--- config.mk ---
export PLATFORM = sky130hd
export DESIGN_NAME = multiframe_reassembly_crc_check
export DESIGN_NICKNAME = d
export VERILOG_FILES = /design/src/mrcc_pkg.sv /design/src/mrcc_front.sv /design/src/mrcc_queue.sv /design/src/mrcc_back.sv /design/src/multiframe_reassembly_crc_check.sv
export SDC_FILE = /design/constraint.sdc
export NUM_CORES = 1
export LEC_CHECK = 0
export BUFFER_PORTS_ARGS = -buffer_cell sky130_fd_sc_hd__buf_4
export CAP_MARGIN = 25
export CORE_UTILIZATION = 45
export DETAILED_ROUTE_END_ITERATION = 16
export PLACE_DENSITY = 0.7
export SETUP_SLACK_MARGIN = 0.3
export SYNTH_ARGS = -nofsm -noshare
export SYNTH_HDL_FRONTEND = slang
export SYNTH_SLANG_ARGS = --single-unit
--- constraint.sdc ---
create_clock -name aclk -period 8.6 [get_ports aclk]
set_input_delay 1.29 -clock aclk [delete_from_list [all_inputs] [get_ports aclk]]
set_output_delay 1.29 -clock aclk [all_outputs]
set_load 0.01 [all_outputs]
--- src/mrcc_pkg.sv ---
// shared types, constants and codes for the multi-frame reassembly block
package mrcc_pkg;

    // message store size in bytes and the largest payload per frame
    localparam int MSG_BYTES   = 32;
    localparam int PAYLOAD_MAX = 7;

    // store address width and a width that can also hold MSG_BYTES itself
    localparam int ADDR_W = (MSG_BYTES > 1) ? $clog2(MSG_BYTES) : 1;
    localparam int IDX_W  = $clog2(MSG_BYTES + 1);

    // frame field widths
    localparam int NODE_W    = 7;
    localparam int LEN_W     = 3;
    localparam int PAYLOAD_W = 56;
    localparam int CRC_W     = 16;

    // command queue between front and back
    localparam int QUEUE_DEPTH = 2;
    localparam int QPTR_W      = (QUEUE_DEPTH > 1) ? $clog2(QUEUE_DEPTH) : 1;

    // node id after reset and the crc seed
    localparam logic [NODE_W-1:0] NODE_ID_RESET = 7'h16;
    localparam logic [CRC_W-1:0]  CRC_INIT      = 16'hFFFF;
    localparam logic [CRC_W-1:0]  CRC_POLY      = 16'h1021;

    // per-frame result status
    typedef enum logic [2:0] {
        ST_IGNORED      = 3'd0,
        ST_START        = 3'd1,
        ST_MIDDLE       = 3'd2,
        ST_OUT_OF_PLACE = 3'd3,
        ST_CRC_OK       = 3'd4,
        ST_CRC_BAD      = 3'd5,
        ST_SHORT_START  = 3'd6
    } status_t;

    // one classified frame, as handed from front to back
    typedef struct packed {
        logic                 is_end;
        status_t              status;
        logic                 ovf;
        logic [IDX_W-1:0]     base;
        logic [LEN_W-1:0]     count;
        logic [PAYLOAD_W-1:0] bytes;
        logic [CRC_W-1:0]     crc;
    } mrcc_cmd_t;

    // queue fill flags
    typedef struct packed {
        logic full;
        logic empty;
    } mrcc_qstat_t;

endpackage

--- src/mrcc_front.sv ---
// front end: node filter, frame classification, toggle and write position tracking
module mrcc_front import mrcc_pkg::*; (
    input  logic                   aclk,
    input  logic                   aresetn,
    input  logic                   cfg_wr_en,
    input  logic [NODE_W-1:0]      cfg_wr_data,
    input  logic                   s_tvalid,
    output logic                   s_tready,
    input  logic [71:0]            s_tdata,
    input  logic [1:0]             s_tuser,
    input  logic                   s_tlast,
    input  mrcc_qstat_t            q_stat,
    output logic                   q_push,
    output mrcc_cmd_t              q_cmd
);

    logic [NODE_W-1:0] node_id_reg;
    logic              toggle_seen_reg, toggle_seen_next;
    logic [CRC_W-1:0]  received_crc_reg, received_crc_next;
    logic [IDX_W-1:0]  write_index_reg, write_index_next;

    logic [NODE_W-1:0]    src_node;
    logic                 sot, eot, tog;
    logic [LEN_W-1:0]     len_in, len_c, from, avail, wcount;
    logic [PAYLOAD_W-1:0] payload;
    logic [IDX_W-1:0]     base, room;
    logic                 ovf, append, accept;

    // field unpack
    assign src_node = s_tdata[6:0];
    assign len_in   = s_tdata[9:7];
    assign payload  = s_tdata[65:10];
    assign sot      = s_tuser[0];
    assign tog      = s_tuser[1];
    assign eot      = s_tlast;

    assign s_tready = !q_stat.full;
    assign accept   = s_tvalid && s_tready;
    assign q_push   = accept;

    // byte count that fits into the store
    always_comb begin
        len_c  = (8'(len_in) > 8'(PAYLOAD_MAX)) ? LEN_W'(PAYLOAD_MAX) : len_in;
        from   = sot ? LEN_W'(2) : '0;
        avail  = (len_c > from) ? LEN_W'(len_c - from) : '0;
        base   = sot ? '0 : write_index_reg;
        room   = IDX_W'(MSG_BYTES) - base;
        ovf    = 8'(avail) > 8'(room);
        wcount = ovf ? LEN_W'(room) : avail;
    end

    // classification and next state
    always_comb begin
        toggle_seen_next  = toggle_seen_reg;
        received_crc_next = received_crc_reg;
        write_index_next  = write_index_reg;
        append            = 1'b0;
        q_cmd.is_end      = 1'b0;
        q_cmd.status      = ST_IGNORED;
        q_cmd.bytes       = sot ? (payload >> 16) : payload;
        q_cmd.crc         = received_crc_reg;
        q_cmd.base        = base;
        if (src_node != node_id_reg) begin
            q_cmd.status = ST_IGNORED;
        end else if (sot) begin
            if (len_c < LEN_W'(2)) begin
                q_cmd.status = ST_SHORT_START;
            end else begin
                q_cmd.status      = ST_START;
                toggle_seen_next  = 1'b0;
                received_crc_next = payload[15:0];
                append            = 1'b1;
            end
        end else if (eot) begin
            q_cmd.is_end = 1'b1;
            q_cmd.status = ST_CRC_BAD;
            append       = 1'b1;
        end else if (toggle_seen_reg != tog) begin
            q_cmd.status     = ST_MIDDLE;
            toggle_seen_next = tog;
            append           = 1'b1;
        end else begin
            q_cmd.status     = ST_OUT_OF_PLACE;
            toggle_seen_next = 1'b0;
        end
        q_cmd.ovf   = append && ovf;
        q_cmd.count = append ? wcount : '0;
        if (append) begin
            write_index_next = base + IDX_W'(wcount);
        end
    end

    // state registers and node id register
    always_ff @(posedge aclk) begin
        if (!aresetn) begin
            node_id_reg      <= NODE_ID_RESET;
            toggle_seen_reg  <= 1'b0;
            received_crc_reg <= '0;
            write_index_reg  <= '0;
        end else begin
            if (cfg_wr_en) begin
                node_id_reg <= cfg_wr_data;
            end
            if (accept) begin
                toggle_seen_reg  <= toggle_seen_next;
                received_crc_reg <= received_crc_next;
                write_index_reg  <= write_index_next;
            end
        end
    end

endmodule

--- src/mrcc_queue.sv ---
// short command queue between front end and back end
module mrcc_queue import mrcc_pkg::*; (
    input  logic        aclk,
    input  logic        aresetn,
    input  logic        push,
    input  mrcc_cmd_t   push_cmd,
    input  logic        pop,
    output mrcc_cmd_t   head_cmd,
    output mrcc_qstat_t stat
);

    mrcc_cmd_t          entry_reg [QUEUE_DEPTH];
    logic [QPTR_W-1:0]  wr_ptr_reg, rd_ptr_reg;
    logic [QPTR_W:0]    fill_reg;

    assign head_cmd   = entry_reg[rd_ptr_reg];
    assign stat.full  = (fill_reg == (QPTR_W+1)'(QUEUE_DEPTH));
    assign stat.empty = (fill_reg == '0);

    // entry storage
    always_ff @(posedge aclk) begin
        if (push) begin
            entry_reg[wr_ptr_reg] <= push_cmd;
        end
    end

    // pointers and fill level
    always_ff @(posedge aclk) begin
        if (!aresetn) begin
            wr_ptr_reg <= '0;
            rd_ptr_reg <= '0;
            fill_reg   <= '0;
        end else begin
            if (push) begin
                wr_ptr_reg <= (wr_ptr_reg == QPTR_W'(QUEUE_DEPTH - 1)) ? '0
                                                                       : wr_ptr_reg + 1'b1;
            end
            if (pop) begin
                rd_ptr_reg <= (rd_ptr_reg == QPTR_W'(QUEUE_DEPTH - 1)) ? '0
                                                                       : rd_ptr_reg + 1'b1;
            end
            if (push && !pop) begin
                fill_reg <= fill_reg + 1'b1;
            end else if (pop && !push) begin
                fill_reg <= fill_reg - 1'b1;
            end
        end
    end

endmodule

--- src/mrcc_back.sv ---
// back end: message store, crc sweep and result streaming
module mrcc_back import mrcc_pkg::*; (
    input  logic        aclk,
    input  logic        aresetn,
    input  mrcc_cmd_t   head_cmd,
    input  mrcc_qstat_t q_stat,
    output logic        q_pop,
    output logic        m_tvalid,
    input  logic        m_tready,
    output logic [23:0] m_tdata,
    output logic [0:0]  m_tuser,
    output logic        m_tlast
);

    typedef enum logic [2:0] {
        S_IDLE,
        S_WRITE,
        S_CRC,
        S_EMIT,
        S_RD,
        S_OUT
    } state_t;

    // one byte through the crc-16-ccitt shift register, msb first
    function automatic logic [CRC_W-1:0] crc_step(input logic [CRC_W-1:0] crc_in,
                                                 input logic [7:0] b);
        logic [CRC_W-1:0] c;
        c = crc_in ^ {b, 8'h00};
        for (int k = 0; k < 8; k++) begin
            c = c[CRC_W-1] ? ((c << 1) ^ CRC_POLY) : (c << 1);
        end
        return c;
    endfunction

    state_t            state_reg;
    mrcc_cmd_t         cmd_reg;
    logic [LEN_W-1:0]  k_reg;
    status_t           st_reg;
    logic [CRC_W-1:0]  crc_reg;
    logic [IDX_W-1:0]  cnt_reg;
    logic              pend_reg;
    logic [ADDR_W-1:0] idx_reg;

    logic              m_tvalid_reg, m_tlast_reg, m_tuser_reg, m_ovf_reg;
    status_t           m_status_reg;
    logic [7:0]        m_data_reg;
    logic [5:0]        m_idx_reg;

    logic [7:0]        store_mem [MSG_BYTES];
    logic [MSG_BYTES-1:0] vld_reg;
    logic [7:0]        rd_data_reg;
    logic              rd_ok_reg;

    logic              mem_we, mem_re, out_free, out_load;
    logic [ADDR_W-1:0] mem_waddr, mem_raddr;
    logic [7:0]        mem_wdata, rd_byte;
    logic [CRC_W-1:0]  crc_new;

    // store access control
    always_comb begin
        mem_we    = (state_reg == S_WRITE) && (k_reg < cmd_reg.count);
        mem_waddr = ADDR_W'(8'(cmd_reg.base) + 8'(k_reg));
        mem_wdata = cmd_reg.bytes[8*k_reg +: 8];
        mem_re    = ((state_reg == S_CRC) && (cnt_reg < IDX_W'(MSG_BYTES)))
                    || (state_reg == S_RD);
        mem_raddr = (state_reg == S_CRC) ? ADDR_W'(cnt_reg) : idx_reg;
        rd_byte   = rd_ok_reg ? rd_data_reg : 8'h00;
        crc_new   = crc_step(crc_reg, rd_byte);
        out_free  = !m_tvalid_reg || m_tready;
        out_load  = ((state_reg == S_EMIT) || (state_reg == S_OUT)) && out_free;
        q_pop     = (state_reg == S_IDLE) && !q_stat.empty;
    end

    // message store, registered read
    always_ff @(posedge aclk) begin
        if (mem_we) begin
            store_mem[mem_waddr] <= mem_wdata;
        end
        if (mem_re) begin
            rd_data_reg <= store_mem[mem_raddr];
        end
    end

    // written-entry flags, unwritten entries read as zero
    always_ff @(posedge aclk) begin
        if (!aresetn) begin
            vld_reg   <= '0;
            rd_ok_reg <= 1'b0;
        end else begin
            if (mem_we) begin
                vld_reg[mem_waddr] <= 1'b1;
            end
            if (mem_re) begin
                rd_ok_reg <= vld_reg[mem_raddr];
            end
        end
    end

    // sequencer and output register
    always_ff @(posedge aclk) begin
        if (!aresetn) begin
            state_reg    <= S_IDLE;
            m_tvalid_reg <= 1'b0;
        end else begin
            if (out_load) begin
                m_tvalid_reg <= 1'b1;
            end else if (m_tready) begin
                m_tvalid_reg <= 1'b0;
            end
            case (state_reg)
                S_IDLE: begin
                    if (!q_stat.empty) begin
                        cmd_reg   <= head_cmd;
                        st_reg    <= head_cmd.status;
                        k_reg     <= '0;
                        state_reg <= S_WRITE;
                    end
                end
                S_WRITE: begin
                    if (k_reg < cmd_reg.count) begin
                        k_reg <= k_reg + 1'b1;
                    end else if (cmd_reg.is_end) begin
                        crc_reg   <= CRC_INIT;
                        cnt_reg   <= '0;
                        pend_reg  <= 1'b0;
                        state_reg <= S_CRC;
                    end else begin
                        state_reg <= S_EMIT;
                    end
                end
                S_CRC: begin
                    if (cnt_reg < IDX_W'(MSG_BYTES)) begin
                        cnt_reg <= cnt_reg + 1'b1;
                    end
                    pend_reg <= (cnt_reg < IDX_W'(MSG_BYTES));
                    if (pend_reg) begin
                        crc_reg <= crc_new;
                    end
                    if ((cnt_reg == IDX_W'(MSG_BYTES)) && !pend_reg) begin
                        st_reg    <= (crc_reg == cmd_reg.crc) ? ST_CRC_OK : ST_CRC_BAD;
                        state_reg <= S_EMIT;
                    end
                end
                S_EMIT: begin
                    if (out_free) begin
                        m_tuser_reg  <= 1'b0;
                        m_status_reg <= st_reg;
                        m_ovf_reg    <= cmd_reg.ovf;
                        m_data_reg   <= 8'h00;
                        m_idx_reg    <= '0;
                        m_tlast_reg  <= (st_reg != ST_CRC_OK);
                        idx_reg      <= '0;
                        state_reg    <= (st_reg == ST_CRC_OK) ? S_RD : S_IDLE;
                    end
                end
                S_RD: begin
                    state_reg <= S_OUT;
                end
                S_OUT: begin
                    if (out_free) begin
                        m_tuser_reg  <= 1'b1;
                        m_status_reg <= st_reg;
                        m_ovf_reg    <= cmd_reg.ovf;
                        m_data_reg   <= rd_byte;
                        m_idx_reg    <= 6'(idx_reg);
                        m_tlast_reg  <= (idx_reg == ADDR_W'(MSG_BYTES - 1));
                        if (idx_reg == ADDR_W'(MSG_BYTES - 1)) begin
                            state_reg <= S_IDLE;
                        end else begin
                            idx_reg   <= idx_reg + 1'b1;
                            state_reg <= S_RD;
                        end
                    end
                end
                default: begin
                    state_reg <= S_IDLE;
                end
            endcase
        end
    end

    // result channel
    assign m_tvalid   = m_tvalid_reg;
    assign m_tlast    = m_tlast_reg;
    assign m_tuser[0] = m_tuser_reg;
    assign m_tdata    = {6'h00, m_idx_reg, m_data_reg, m_ovf_reg, m_status_reg};

endmodule

--- src/multiframe_reassembly_crc_check.sv ---
// top level of the multi-frame reassembly block with crc-16-ccitt check
//
//  channel  direction  data                                        side band
//  s_       in         tdata: src_node, payload_len, payload       tuser: sot, toggle; tlast: eot
//  m_       out        tdata: status, overflow, data_byte, index   tuser: is_message_byte; tlast
//  cfg_     in         wr_data: battery_node_id                    wr_en
//
//  a frame without an end flag gets its status item once its payload bytes are written into
//  the store; an end frame adds a crc sweep over all MSG_BYTES store entries through the single
//  store read port, and on a match each message byte streamed out takes its own store read
//  the front end takes new frames while the two-entry command queue has room
//  a stalled result channel holds the back end; the front end keeps filling the queue
//  reset clears the node id to its default, toggle, crc, write position and store flags
module multiframe_reassembly_crc_check import mrcc_pkg::*; (
    input  logic              aclk,
    input  logic              aresetn,
    input  logic              cfg_wr_en,
    input  logic [NODE_W-1:0] cfg_wr_data,   // battery_node_id
    input  logic              s_tvalid,
    output logic              s_tready,
    input  logic [71:0]       s_tdata,       // src_node[6:0], payload_len[9:7], payload[65:10]
    input  logic [1:0]        s_tuser,       // start_of_transfer[0], toggle[1]
    input  logic              s_tlast,
    output logic              m_tvalid,
    input  logic              m_tready,
    output logic [23:0]       m_tdata,       // status[2:0], overflow[3], data_byte[11:4],
                                             // byte_index[17:12]
    output logic [0:0]        m_tuser,       // is_message_byte[0]
    output logic              m_tlast
);

    mrcc_qstat_t q_stat;
    mrcc_cmd_t   push_cmd, head_cmd;
    logic        q_push, q_pop;

    // classification
    mrcc_front u_front (
        .aclk        (aclk),
        .aresetn     (aresetn),
        .cfg_wr_en   (cfg_wr_en),
        .cfg_wr_data (cfg_wr_data),
        .s_tvalid    (s_tvalid),
        .s_tready    (s_tready),
        .s_tdata     (s_tdata),
        .s_tuser     (s_tuser),
        .s_tlast     (s_tlast),
        .q_stat      (q_stat),
        .q_push      (q_push),
        .q_cmd       (push_cmd)
    );

    // command queue
    mrcc_queue u_queue (
        .aclk     (aclk),
        .aresetn  (aresetn),
        .push     (q_push),
        .push_cmd (push_cmd),
        .pop      (q_pop),
        .head_cmd (head_cmd),
        .stat     (q_stat)
    );

    // store, crc and streaming
    mrcc_back u_back (
        .aclk     (aclk),
        .aresetn  (aresetn),
        .head_cmd (head_cmd),
        .q_stat   (q_stat),
        .q_pop    (q_pop),
        .m_tvalid (m_tvalid),
        .m_tready (m_tready),
        .m_tdata  (m_tdata),
        .m_tuser  (m_tuser),
        .m_tlast  (m_tlast)
    );

    // queue never takes a command while full
    assert property (@(posedge aclk) disable iff (!aresetn) q_push |-> !q_stat.full)
        else $error("command pushed into a full queue");

    // message bytes only follow a good crc
    assert property (@(posedge aclk) disable iff (!aresetn)
        (m_tvalid && m_tuser[0]) |-> (m_tdata[2:0] == ST_CRC_OK))
        else $error("message byte without crc_ok status");

    // a status item is last unless message bytes follow
    assert property (@(posedge aclk) disable iff (!aresetn)
        (m_tvalid && !m_tuser[0]) |-> (m_tlast == (m_tdata[2:0] != ST_CRC_OK)))
        else $error("status item last flag wrong");

    // streamed index stays inside the store
    assert property (@(posedge aclk) disable iff (!aresetn)
        (m_tvalid && m_tuser[0]) |-> (m_tdata[17:12] < 6'(MSG_BYTES)))
        else $error("message byte index beyond store");

endmodule

==> results of run 1 <==
cells in the final DEF (no fill, tap or decap), types with 12 or more instances in the layout:
cell type,synthesis,final
sky130_fd_sc_hd__a21oi_1,36,28
sky130_fd_sc_hd__and3_1,17,17
sky130_fd_sc_hd__buf_4,20,121
sky130_fd_sc_hd__clkbuf_1,47,19
sky130_fd_sc_hd__clkbuf_16,0,70
sky130_fd_sc_hd__clkinv_2,0,12
sky130_fd_sc_hd__dfxtp_1,72,71
sky130_fd_sc_hd__edfxtp_1,569,569
sky130_fd_sc_hd__ha_1,20,20
sky130_fd_sc_hd__inv_1,20,20
sky130_fd_sc_hd__mux2_2,128,128
sky130_fd_sc_hd__mux2i_1,243,243
sky130_fd_sc_hd__nand2_1,50,50
sky130_fd_sc_hd__nand3_1,17,17
sky130_fd_sc_hd__nor2_1,116,113
sky130_fd_sc_hd__nor2b_1,31,31
sky130_fd_sc_hd__nor4_1,15,15
sky130_fd_sc_hd__o21a_1,35,35
sky130_fd_sc_hd__o22ai_1,34,34
sky130_fd_sc_hd__xnor2_1,26,26
sky130_fd_sc_hd__xor2_1,44,44
critical path: cells and delay by family:
| kind | cells | cell delay (ps) |
|---|---|---|
| buf+inv | 2 | 760 |
| mux | 1 | 430 |
| simple gates | 3 | 870 |
| fa+ha+maj | 3 | 850 |
| xor+xnor | 1 | 170 |
| compound gates | 5 | 820 |
cells by family after synthesis:
family | synth area share, %
compound gates | 3.83
xor+xnor | 2.31
fa+ha+maj | 1.10
buf+inv | 1.91
flops | 69.9
mux | 15.4
other cells | 0.0142
simple gates | 5.52
path summary, 6_finish.rpt:
path	depth (start not counted)	slack (ps)	to	from
setup / recovery	15	3920	u_front.write_index_reg[5]$_SDFFE_PN0P_	s_tuser[0]
hold / removal	0	460	u_back.m_ovf_reg$_DFFE_PP_	u_back.cmd_reg[81]$_DFFE_PP_
setup reg to reg	8	4240	u_back.rd_data_reg[7]$_DFFE_PP_	u_back.state_reg[0]$_SDFFE_PN0P_
hold reg to reg	0	460	u_back.m_ovf_reg$_DFFE_PP_	u_back.cmd_reg[81]$_DFFE_PP_
layout make-up:
cell class              count  area [µm²]
fillers                  4695       27700
multi-input cells         929        7560
clock inverters            26         224
repair buffers            125         978
well taps                 765         957
inverters                  21        78.8
flip-flops and latches    641       18500
clock buffers              96        1920
power by group through the flow:
stage | clock network, µW | registers, µW | logic (µW)
final | 2800 | 4130 | 1970
after global routing | 2970 | 4160 | 2120
after CTS | 2850 | 4130 | 1970
after detailed placement | 0 | 4200 | 1960
after floorplan | 0 | 4150 | 1390
after global placement | 0 | 4180 | 1920
layer usage:
| metal | vias to the layer above | routed length (µm) | GRT usage, % | share of wire [%] |
|---|---|---|---|---|
| met5 | - | 12 | 0 | 0.022 |
| met4 | 2 | 1600 | 6.58 | 2.9 |
| met3 | 103 | 2890 | 3.79 | 5.3 |
| met2 | 388 | 26400 | 30.0 | 48 |
| met1 | 7141 | 23900 | 24.3 | 44 |
| li1 | 6569 | - | - | - |
Yosys cell counts, types with 2 or more instances:
cell / n / area (µm²)
sky130_fd_sc_hd__a22oi_1: 3 / 22.5
sky130_fd_sc_hd__nand2_1: 50 / 188
sky130_fd_sc_hd__and3_1: 17 / 106
sky130_fd_sc_hd__nand4_1: 4 / 25.0
sky130_fd_sc_hd__mux2i_1: 243 / 2430
sky130_fd_sc_hd__o211ai_1: 2 / 15.0
sky130_fd_sc_hd__a221oi_1: 3 / 26.3
sky130_fd_sc_hd__a21o_1: 5 / 37.5
sky130_fd_sc_hd__nand2b_1: 9 / 56.3
sky130_fd_sc_hd__nor2b_1: 31 / 194
sky130_fd_sc_hd__o21a_1: 35 / 263
sky130_fd_sc_hd__o22ai_1: 34 / 213
sky130_fd_sc_hd__o221ai_1: 2 / 17.5
sky130_fd_sc_hd__xnor2_1: 26 / 228
sky130_fd_sc_hd__nor3b_1: 2 / 15.0
sky130_fd_sc_hd__nand3b_1: 6 / 45.0
sky130_fd_sc_hd__o21ai_0: 9 / 45.0
sky130_fd_sc_hd__nor2_1: 116 / 435
sky130_fd_sc_hd__inv_1: 20 / 75.1
sky130_fd_sc_hd__buf_4: 20 / 150
sky130_fd_sc_hd__or3_1: 7 / 43.8
sky130_fd_sc_hd__a211oi_1: 8 / 60.1
sky130_fd_sc_hd__clkbuf_1: 47 / 176
sky130_fd_sc_hd__ha_1: 20 / 250
sky130_fd_sc_hd__xor2_1: 44 / 385
sky130_fd_sc_hd__nor4_1: 15 / 93.8
sky130_fd_sc_hd__a31oi_1: 3 / 18.8
sky130_fd_sc_hd__or3b_1: 2 / 17.5
sky130_fd_sc_hd__buf_2: 14 / 70.1
sky130_fd_sc_hd__mux2_2: 128 / 1440
sky130_fd_sc_hd__or4b_1: 2 / 20.0
sky130_fd_sc_hd__buf_1: 8 / 30.0
sky130_fd_sc_hd__nor3_1: 9 / 45.0
sky130_fd_sc_hd__mux4_2: 8 / 180
sky130_fd_sc_hd__fa_1: 2 / 40.0
sky130_fd_sc_hd__and2_1: 3 / 18.8
sky130_fd_sc_hd__edfxtp_1: 569 / 17100
sky130_fd_sc_hd__nand3_1: 17 / 85.1
sky130_fd_sc_hd__dfxtp_1: 72 / 1440
sky130_fd_sc_hd__a21oi_1: 36 / 180
per-stage QoR:
step                      cell area [µm²]  utilization, %  hold WS, ps
final                               30300            52.2          455
after global routing                30300            52.2          467
after CTS                           30200            52.2          459
after detailed placement            28100            48.5          444
after global placement              28100            48.4          431
after floorplan                     26500               -          400
==> results_tabular.tex, run 1 <==
\begin{tabular}{lr}
\hline
Metric & Value \\
\hline
\multicolumn{2}{l}{\textbf{Status}} \\
Outcome & complete, no violations \\
\multicolumn{2}{l}{\textbf{Clock tree}} \\
Number of setup buffers added after CTS & 0 \\
Deepest level of the CTS H-tree & 3 \\
Clock insertion delay at the later pin of the skew report & approximately 600 ps \\
Number of resized instances in the post-cts repair step & 0 \\
Post-CTS Hold Fix Bufs & 0 \\
TritonCTS Buffers & 67 \\
Clock-pin slew reported for the worst setup and hold paths after clock tree synthesis & around 60 ps \\
CTS tree & built \\
Clock tree root driver cell & sky130\_fd\_sc\_hd\_\_clkbuf\_16 \\
Sink count of the clock tree & about 640 \\
Maximum count of clock buffers along a single path & 3 \\
\multicolumn{2}{l}{\textbf{Power}} \\
Max rail drop VDD & 0.000226 V \\
Sw power & between 2000 and 3000 µW \\
Cell internal power dissipation & roughly 6300 µW \\
Power consumption & between 8000 and 9000 µW \\
Combinational fraction of design power & between 20\% and 30\% \\
Sequential fraction of design power & 46.4\% \\
Leakage Power & roughly 0.011 µW \\
Pwr/cell area & between 200 and 300 nW/µm² \\
Share of total power consumed by net switching & 28.7\% \\
Proportion of power drawn by the clock network & around a third \\
\multicolumn{2}{l}{\textbf{Routing}} \\
WL per Instance & around 21 µm \\
Number of vias per cell & around 5.5 \\
Number of design-rule violations left by the first detailed-router iteration & $\sim$1.0k \\
Final routed wirelength across all metal layers & 54,900 µm \\
Number of nets still failing antenna checks after routing & 0 \\
DRC viols & 0 \\
Count of TritonRoute iterations in the first routing pass & 5 \\
Total vias in the final route & 14.2k \\
\multicolumn{2}{l}{\textbf{Hold path}} \\
Hold WC Path Type & register to register \\
\multicolumn{2}{l}{\textbf{Synth}} \\
Cell area after technology mapping & around 26,000 µm² \\
Share of the yosys chip area belonging to registers & 69.9\% \\
Proportion of register bits with asynchronous set or reset after synthesis & 0\% \\
Yosys Warn Count & 0 \\
Flop and latch count out of synthesis & approximately 640 \\
Distinct cell type count after synthesis & 63 \\
Synthesized area per cell & approximately 16 µm² \\
Post-synthesis instance total & $\sim$1.7k \\
Primary FF master, synth & sky130\_fd\_sc\_hd\_\_edfxtp\_1 \\
Number of enable-type register cells in the synthesized netlist & 569 \\
\multicolumn{2}{l}{\textbf{Die}} \\
Vertical die dimension & between 200 and 250 µm \\
Initial core utilization & 45.7\% \\
Overall die width & approximately 240 µm \\
\# IOs & roughly 120 \\
DIE AREA & about 60,000 µm² \\
Placeable core region & 57,900 µm² \\
Standard-cell rows & 88 \\
\multicolumn{2}{l}{\textbf{Placed design}} \\
Count of port buffers added during placement & 101 \\
Placed Cells & $\sim$2.5k \\
Global placer's final weighted congestion & approximately 0.91 \\
Worst slack at placement & roughly 3300 ps \\
HPWL Detailed & 34,800 µm \\
\multicolumn{2}{l}{\textbf{Cells and area}} \\
Proportion of layout cells with a drive suffix above 1 & 20.8\% \\
Layout-stage area growth over the synthesis result & 14.2\% \\
Layout Nets & roughly 1.9k \\
Count of non-filler cells in the finished layout & 2,603 \\
Max reg flops & 256 \\
Antenna diode count & 0 \\
\multicolumn{2}{l}{\textbf{STA}} \\
Upper clock frequency limit & roughly 210 MHz \\
Min Clock Period, post-route & roughly 4700 ps \\
Clock Skew & $\sim$25 ps \\
Slew margin rel. & approximately 28\% \\
Setup TNS & 0 ps \\
Slew of the pin with the lowest slew margin & between 1000 and 1500 ps \\
Final count of negative-setup-slack endpoints & 0 \\
Final Hold Vio Count & 0 \\
Setup ws final & slightly below 4000 ps \\
RSZ-0062 raised after global routing & false \\
Final clock period utilization by the worst path & between 50\% and 60\% \\
Final Max Tran Viols & 0 \\
\multicolumn{2}{l}{\textbf{Setup path}} \\
Nature of the critical path startpoint & primary input \\
Arrival time at the worst endpoint & around 5200 ps \\
Path type of the worst setup path & primary input to register \\
Peak fanout along the critical path & 72 \\
Most frequent cell on the critical path & sky130\_fd\_sc\_hd\_\_ha\_1 \\
Slowest library cell on the worst path & sky130\_fd\_sc\_hd\_\_buf\_4 \\
List of cells traversed by the critical path & buf\_4 -> nand2b\_1 -> ha\_1 -> xnor2\_1 -> inv\_1 -> ha\_1 -> o21a\_1 -> o211ai\_1 -> mux2\_2 -> ha\_1 -> a21o\_1 -> a21oi\_1 -> nor2\_1 -> or4b\_1 -> a21oi\_1 \\
Crit-path max cell delay & between 600 and 700 ps \\
Capturing element type of the critical path & register \\
Required time of the critical path & between 9000 and 10,000 ps \\
\multicolumn{2}{l}{\textbf{GRT}} \\
Via count of the first global-routing pass & roughly 14k \\
Overflow after GRT & 0 \\
Maximum number of pins on one net before global-route repair & 132 \\
Number of antenna violations at the first check in global routing & 1 \\
Global-route wire length before repair & $\sim$83,000 µm \\
Global-route usage over all layers & a little under a fifth \\
\multicolumn{2}{l}{\textbf{Job}} \\
Max Cap Violations & 0 \\
\hline
\end{tabular}
(Power assumes the default switching activity.)
==> inputs of run 2 (changes only) <==
- ABC_AREA: not set -> 1
- PLACE_DENSITY: 0.7 -> 0.73
- clock period: 8.6 -> 4.1 ns (I/O delays scaled with it)
==> results_tabular.tex, run 2 <==
\begin{tabular}{lr}
\hline
Metric & Value \\
\hline
\multicolumn{2}{l}{\textbf{Status}} \\
Outcome & complete, no violations \\
\multicolumn{2}{l}{\textbf{STA}} \\
Final count of negative-setup-slack endpoints & 0 \\
Hold slack & between 200 and 250 ps \\
Upper clock frequency limit & between 200 and 300 MHz \\
Clock Skew & between 20 and 25 ps \\
Final Max Tran Viols & 0 \\
RSZ-0062 raised after global routing & false \\
Slew of the pin with the lowest slew margin & just over 1000 ps \\
Min Clock Period, post-route & approximately 3600 ps \\
Final Hold Vio Count & 0 \\
Slew margin rel. & a little under a third \\
Final clock period utilization by the worst path & 86.8\% \\
\multicolumn{2}{l}{\textbf{Synth}} \\
Share of the yosys chip area belonging to registers & around 70\% \\
Distinct cell type count after synthesis & 42 \\
Leading cell type by number of instances after synthesis & sky130\_fd\_sc\_hd\_\_edfxtp\_1 \\
Synthesized area per cell & roughly 11 µm² \\
Fraction of post-synthesis cell area in the top cell type by area & 64.2\% \\
Flop and latch count out of synthesis & approximately 640 \\
Number of enable-type register cells in the synthesized netlist & between 500 and 600 \\
Synth cell count leaders & sky130\_fd\_sc\_hd\_\_edfxtp\_1, sky130\_fd\_sc\_hd\_\_nand2\_1, sky130\_fd\_sc\_hd\_\_nor2\_1, sky130\_fd\_sc\_hd\_\_o21ai\_0, sky130\_fd\_sc\_hd\_\_inv\_1 \\
Cell area after technology mapping & approximately 27,000 µm² \\
Main area contributors after synthesis & sky130\_fd\_sc\_hd\_\_edfxtp\_1, sky130\_fd\_sc\_hd\_\_nand2\_1, sky130\_fd\_sc\_hd\_\_dfxtp\_1, sky130\_fd\_sc\_hd\_\_nor2\_1, sky130\_fd\_sc\_hd\_\_o21ai\_0 \\
Leading area contributor after synthesis & sky130\_fd\_sc\_hd\_\_edfxtp\_1 \\
Yosys Warn Count & 0 \\
Post-synthesis instance total & between 2k and 2.5k \\
Primary FF master, synth & sky130\_fd\_sc\_hd\_\_edfxtp\_1 \\
Proportion of register bits with asynchronous set or reset after synthesis & 0\% \\
\multicolumn{2}{l}{\textbf{Clock tree}} \\
Clock insertion delay at the later pin of the skew report & roughly 600 ps \\
TritonCTS Buffers & 67 \\
Post-CTS Hold Fix Bufs & 0 \\
CTS tree & built \\
Clock-pin slew reported for the worst setup and hold paths after clock tree synthesis & roughly 60 ps \\
Clock tree root driver cell & sky130\_fd\_sc\_hd\_\_clkbuf\_16 \\
Sink count of the clock tree & 641 \\
Deepest level of the CTS H-tree & 3 \\
Maximum count of clock buffers along a single path & 3 \\
\multicolumn{2}{l}{\textbf{Setup path}} \\
Capturing element type of the critical path & register \\
Crit Reg-Reg Startpoint & u\_front.write\_index\_reg[1]\$\_SDFFE\_PN0P\_ \\
R2R setup slack & about 540 ps \\
Path type of the worst setup path & register to register \\
R2R depth & 23 \\
Required time of the critical path & $\sim$4600 ps \\
Peak fanout along the critical path & 3 \\
Endpoint of the most critical register-to-register path & u\_front.write\_index\_reg[4]\$\_SDFFE\_PN0P\_ \\
Most frequent cell on the critical path & sky130\_fd\_sc\_hd\_\_inv\_1 \\
List of cells traversed by the critical path & inv\_1 -> nor2\_2 -> inv\_1 -> ha\_1 -> xnor2\_1 -> inv\_1 -> ha\_4 -> nand2\_1 -> nor2\_1 -> a211oi\_1 -> nor4\_1 -> nand2\_1 -> o21ai\_2 -> inv\_1 -> ha\_1 -> fa\_2 -> nand2\_1 -> inv\_1 -> o21ai\_2 -> nand2\_1 -> o21ai\_0 -> o21ai\_0 -> a21oi\_1 \\
Nature of the critical path startpoint & register \\
Crit-path max cell delay & 360 ps \\
Arrival time at the worst endpoint & $\sim$4000 ps \\
Slowest library cell on the worst path & sky130\_fd\_sc\_hd\_\_nor4\_1 \\
\multicolumn{2}{l}{\textbf{GRT}} \\
Overflow after GRT & 0 \\
Global-route wire length before repair & roughly 94,000 µm \\
Global-route usage over all layers & 20.2\% \\
Maximum number of pins on one net before global-route repair & 177 \\
Number of antenna violations at the first check in global routing & 1 \\
Via count of the first global-routing pass & approximately 17k \\
\multicolumn{2}{l}{\textbf{Cells and area}} \\
Most common cell after layout, fill and taps aside & sky130\_fd\_sc\_hd\_\_edfxtp\_1 \\
Post-layout instance area & $\sim$31,000 µm² \\
Proportion of layout cells with a drive suffix above 1 & around 11\% \\
Layout-stage area growth over the synthesis result & 14.8\% \\
Count of non-filler cells in the finished layout & $\sim$3.3k \\
Antenna diode count & 0 \\
Most frequent cells in the layout & sky130\_fd\_sc\_hd\_\_edfxtp\_1, sky130\_fd\_sc\_hd\_\_nand2\_1, sky130\_fd\_sc\_hd\_\_nor2\_1 \\
Max reg flops & 256 \\
Layout Nets & roughly 2.6k \\
\multicolumn{2}{l}{\textbf{Routing}} \\
DRC viols & 0 \\
Number of vias per cell & 5.30 \\
Number of nets still failing antenna checks after routing & 0 \\
Final routed wirelength across all metal layers & between 60,000 and 70,000 µm \\
Total vias in the final route & $\sim$18k \\
Count of TritonRoute iterations in the first routing pass & 7 \\
WL per Instance & 18.2 µm \\
Number of design-rule violations left by the first detailed-router iteration & 1,667 \\
\multicolumn{2}{l}{\textbf{Job}} \\
Max Cap Violations & 0 \\
\multicolumn{2}{l}{\textbf{Die}} \\
Vertical die dimension & between 200 and 250 µm \\
Placeable core region & 58,000 µm² \\
\# IOs & 115 \\
Standard-cell rows & 88 \\
DIE AREA & 60,100 µm² \\
Overall die width & 245 µm \\
Initial core utilization & 45.8\% \\
\multicolumn{2}{l}{\textbf{Hold path}} \\
Hold WC Path Type & primary input to register \\
Worst min-delay path startpoint & cfg\_wr\_data[1] \\
Worst Hold Path EP & u\_front.node\_id\_reg[1]\$\_SDFFE\_PN1P\_ \\
Number of stages on the worst hold path & 3 \\
\multicolumn{2}{l}{\textbf{Placed design}} \\
HPWL Detailed & around 38,000 µm \\
Instance area at placement & 28,300 µm² \\
Placed Cells & approximately 3.2k \\
Count of port buffers added during placement & between 100 and 150 \\
Global placer's final weighted congestion & just over 0.9 \\
\multicolumn{2}{l}{\textbf{Power}} \\
Max rail drop VDD & roughly 0.0004 V \\
Power consumption & approximately 19,000 µW \\
Pwr/cell area & 637 nW/µm² \\
Leakage Power & 0.0114 µW \\
\hline
\end{tabular}
[run 2: worst max path at each step]
stage                                            start                                 endpoint  slack, ps  depth (start not counted)
2_1_floorplan                               s_tuser[0]  u_front.write_index_reg[4]$_SDFFE_PN0P_        320                         21
3_3_place_gp                                s_tuser[0]  u_front.write_index_reg[4]$_SDFFE_PN0P_          5                         23
3_5_place_dp                                s_tuser[0]  u_front.write_index_reg[4]$_SDFFE_PN0P_        -60                         23
4_1_cts        u_front.write_index_reg[1]$_SDFFE_PN0P_  u_front.write_index_reg[4]$_SDFFE_PN0P_        500                         22
5_1_grt        u_front.write_index_reg[1]$_SDFFE_PN0P_  u_front.write_index_reg[4]$_SDFFE_PN0P_        300                         23
6_report       u_front.write_index_reg[1]$_SDFFE_PN0P_  u_front.write_index_reg[4]$_SDFFE_PN0P_        540                         23
[run 2: power breakdown]
group | switching (µW) | internal (µW) | leakage (µW)
Sequential | 218 | 8510 | 0.00581
Clock | 2500 | 3500 | 0.00108
Combinational | 3520 | 1210 | 0.00456
Total | 6230 | 13200 | 0.0114
[run 2: metrics by stage]
stage               utilization, %  worst slack, ps  TNS (ps)
detailed placement            48.8            -61.0     -61.0
finish                        52.6              541         0
floorplan                        -              318         0
CTS                           52.6              497         0
global placement              48.7             4.73         0
global route                  52.6              301         0
[run 2: area by class of cell]
| class | instances | area [µm²] |
|---|---|---|
| Sequential cell | 641 | 18500 |
| Timing Repair Buffer | 149 | 1200 |
| Fill cell | 4727 | 27500 |
| Clock inverter | 27 | 230 |
| Multi-Input combinational cell | 1436 | 6890 |
| Inverter | 205 | 771 |
| Clock buffer | 93 | 1960 |
| Tap cell | 765 | 957 |
[run 2: cell families after synthesis]
kind of cell	count (synthesis)	synth area share [%]
AOI/OAI and AO/OA	400	8.38
adders and majority gates	22	1.09
other	1	0.0141
and+or+nand+nor	960	14.4
xor gates and xnor gates	47	1.55
DFF	641	69.7
buffers and inverters	321	4.94
[run 2: critical path: cells and delay by family, from the launching register on]
family	cells	cell delay (ps)
compound gates	6	650
xor+xnor	1	170
fa+ha+maj	4	1040
buf+inv	5	360
flops	1	310
simple gates	7	960
[run 2: what timing repair did]
item | 4_1_cts | 5_1_grt
setup buffers | 0 | 2
gates resized for setup | 0 | 7
endpoints found under the setup margin | 0 | 2
[run 2: layer usage]
layer	GRT usage, %	vias to the layer above	wire, µm	part of all wire [%]
met3	3.63	144	4010	6.6
li1	-	8374	-	-
met4	8.20	2	2200	3.6
met5	0	-	13	0.021
met2	34.1	647	29900	49
met1	25.5	8420	24300	40
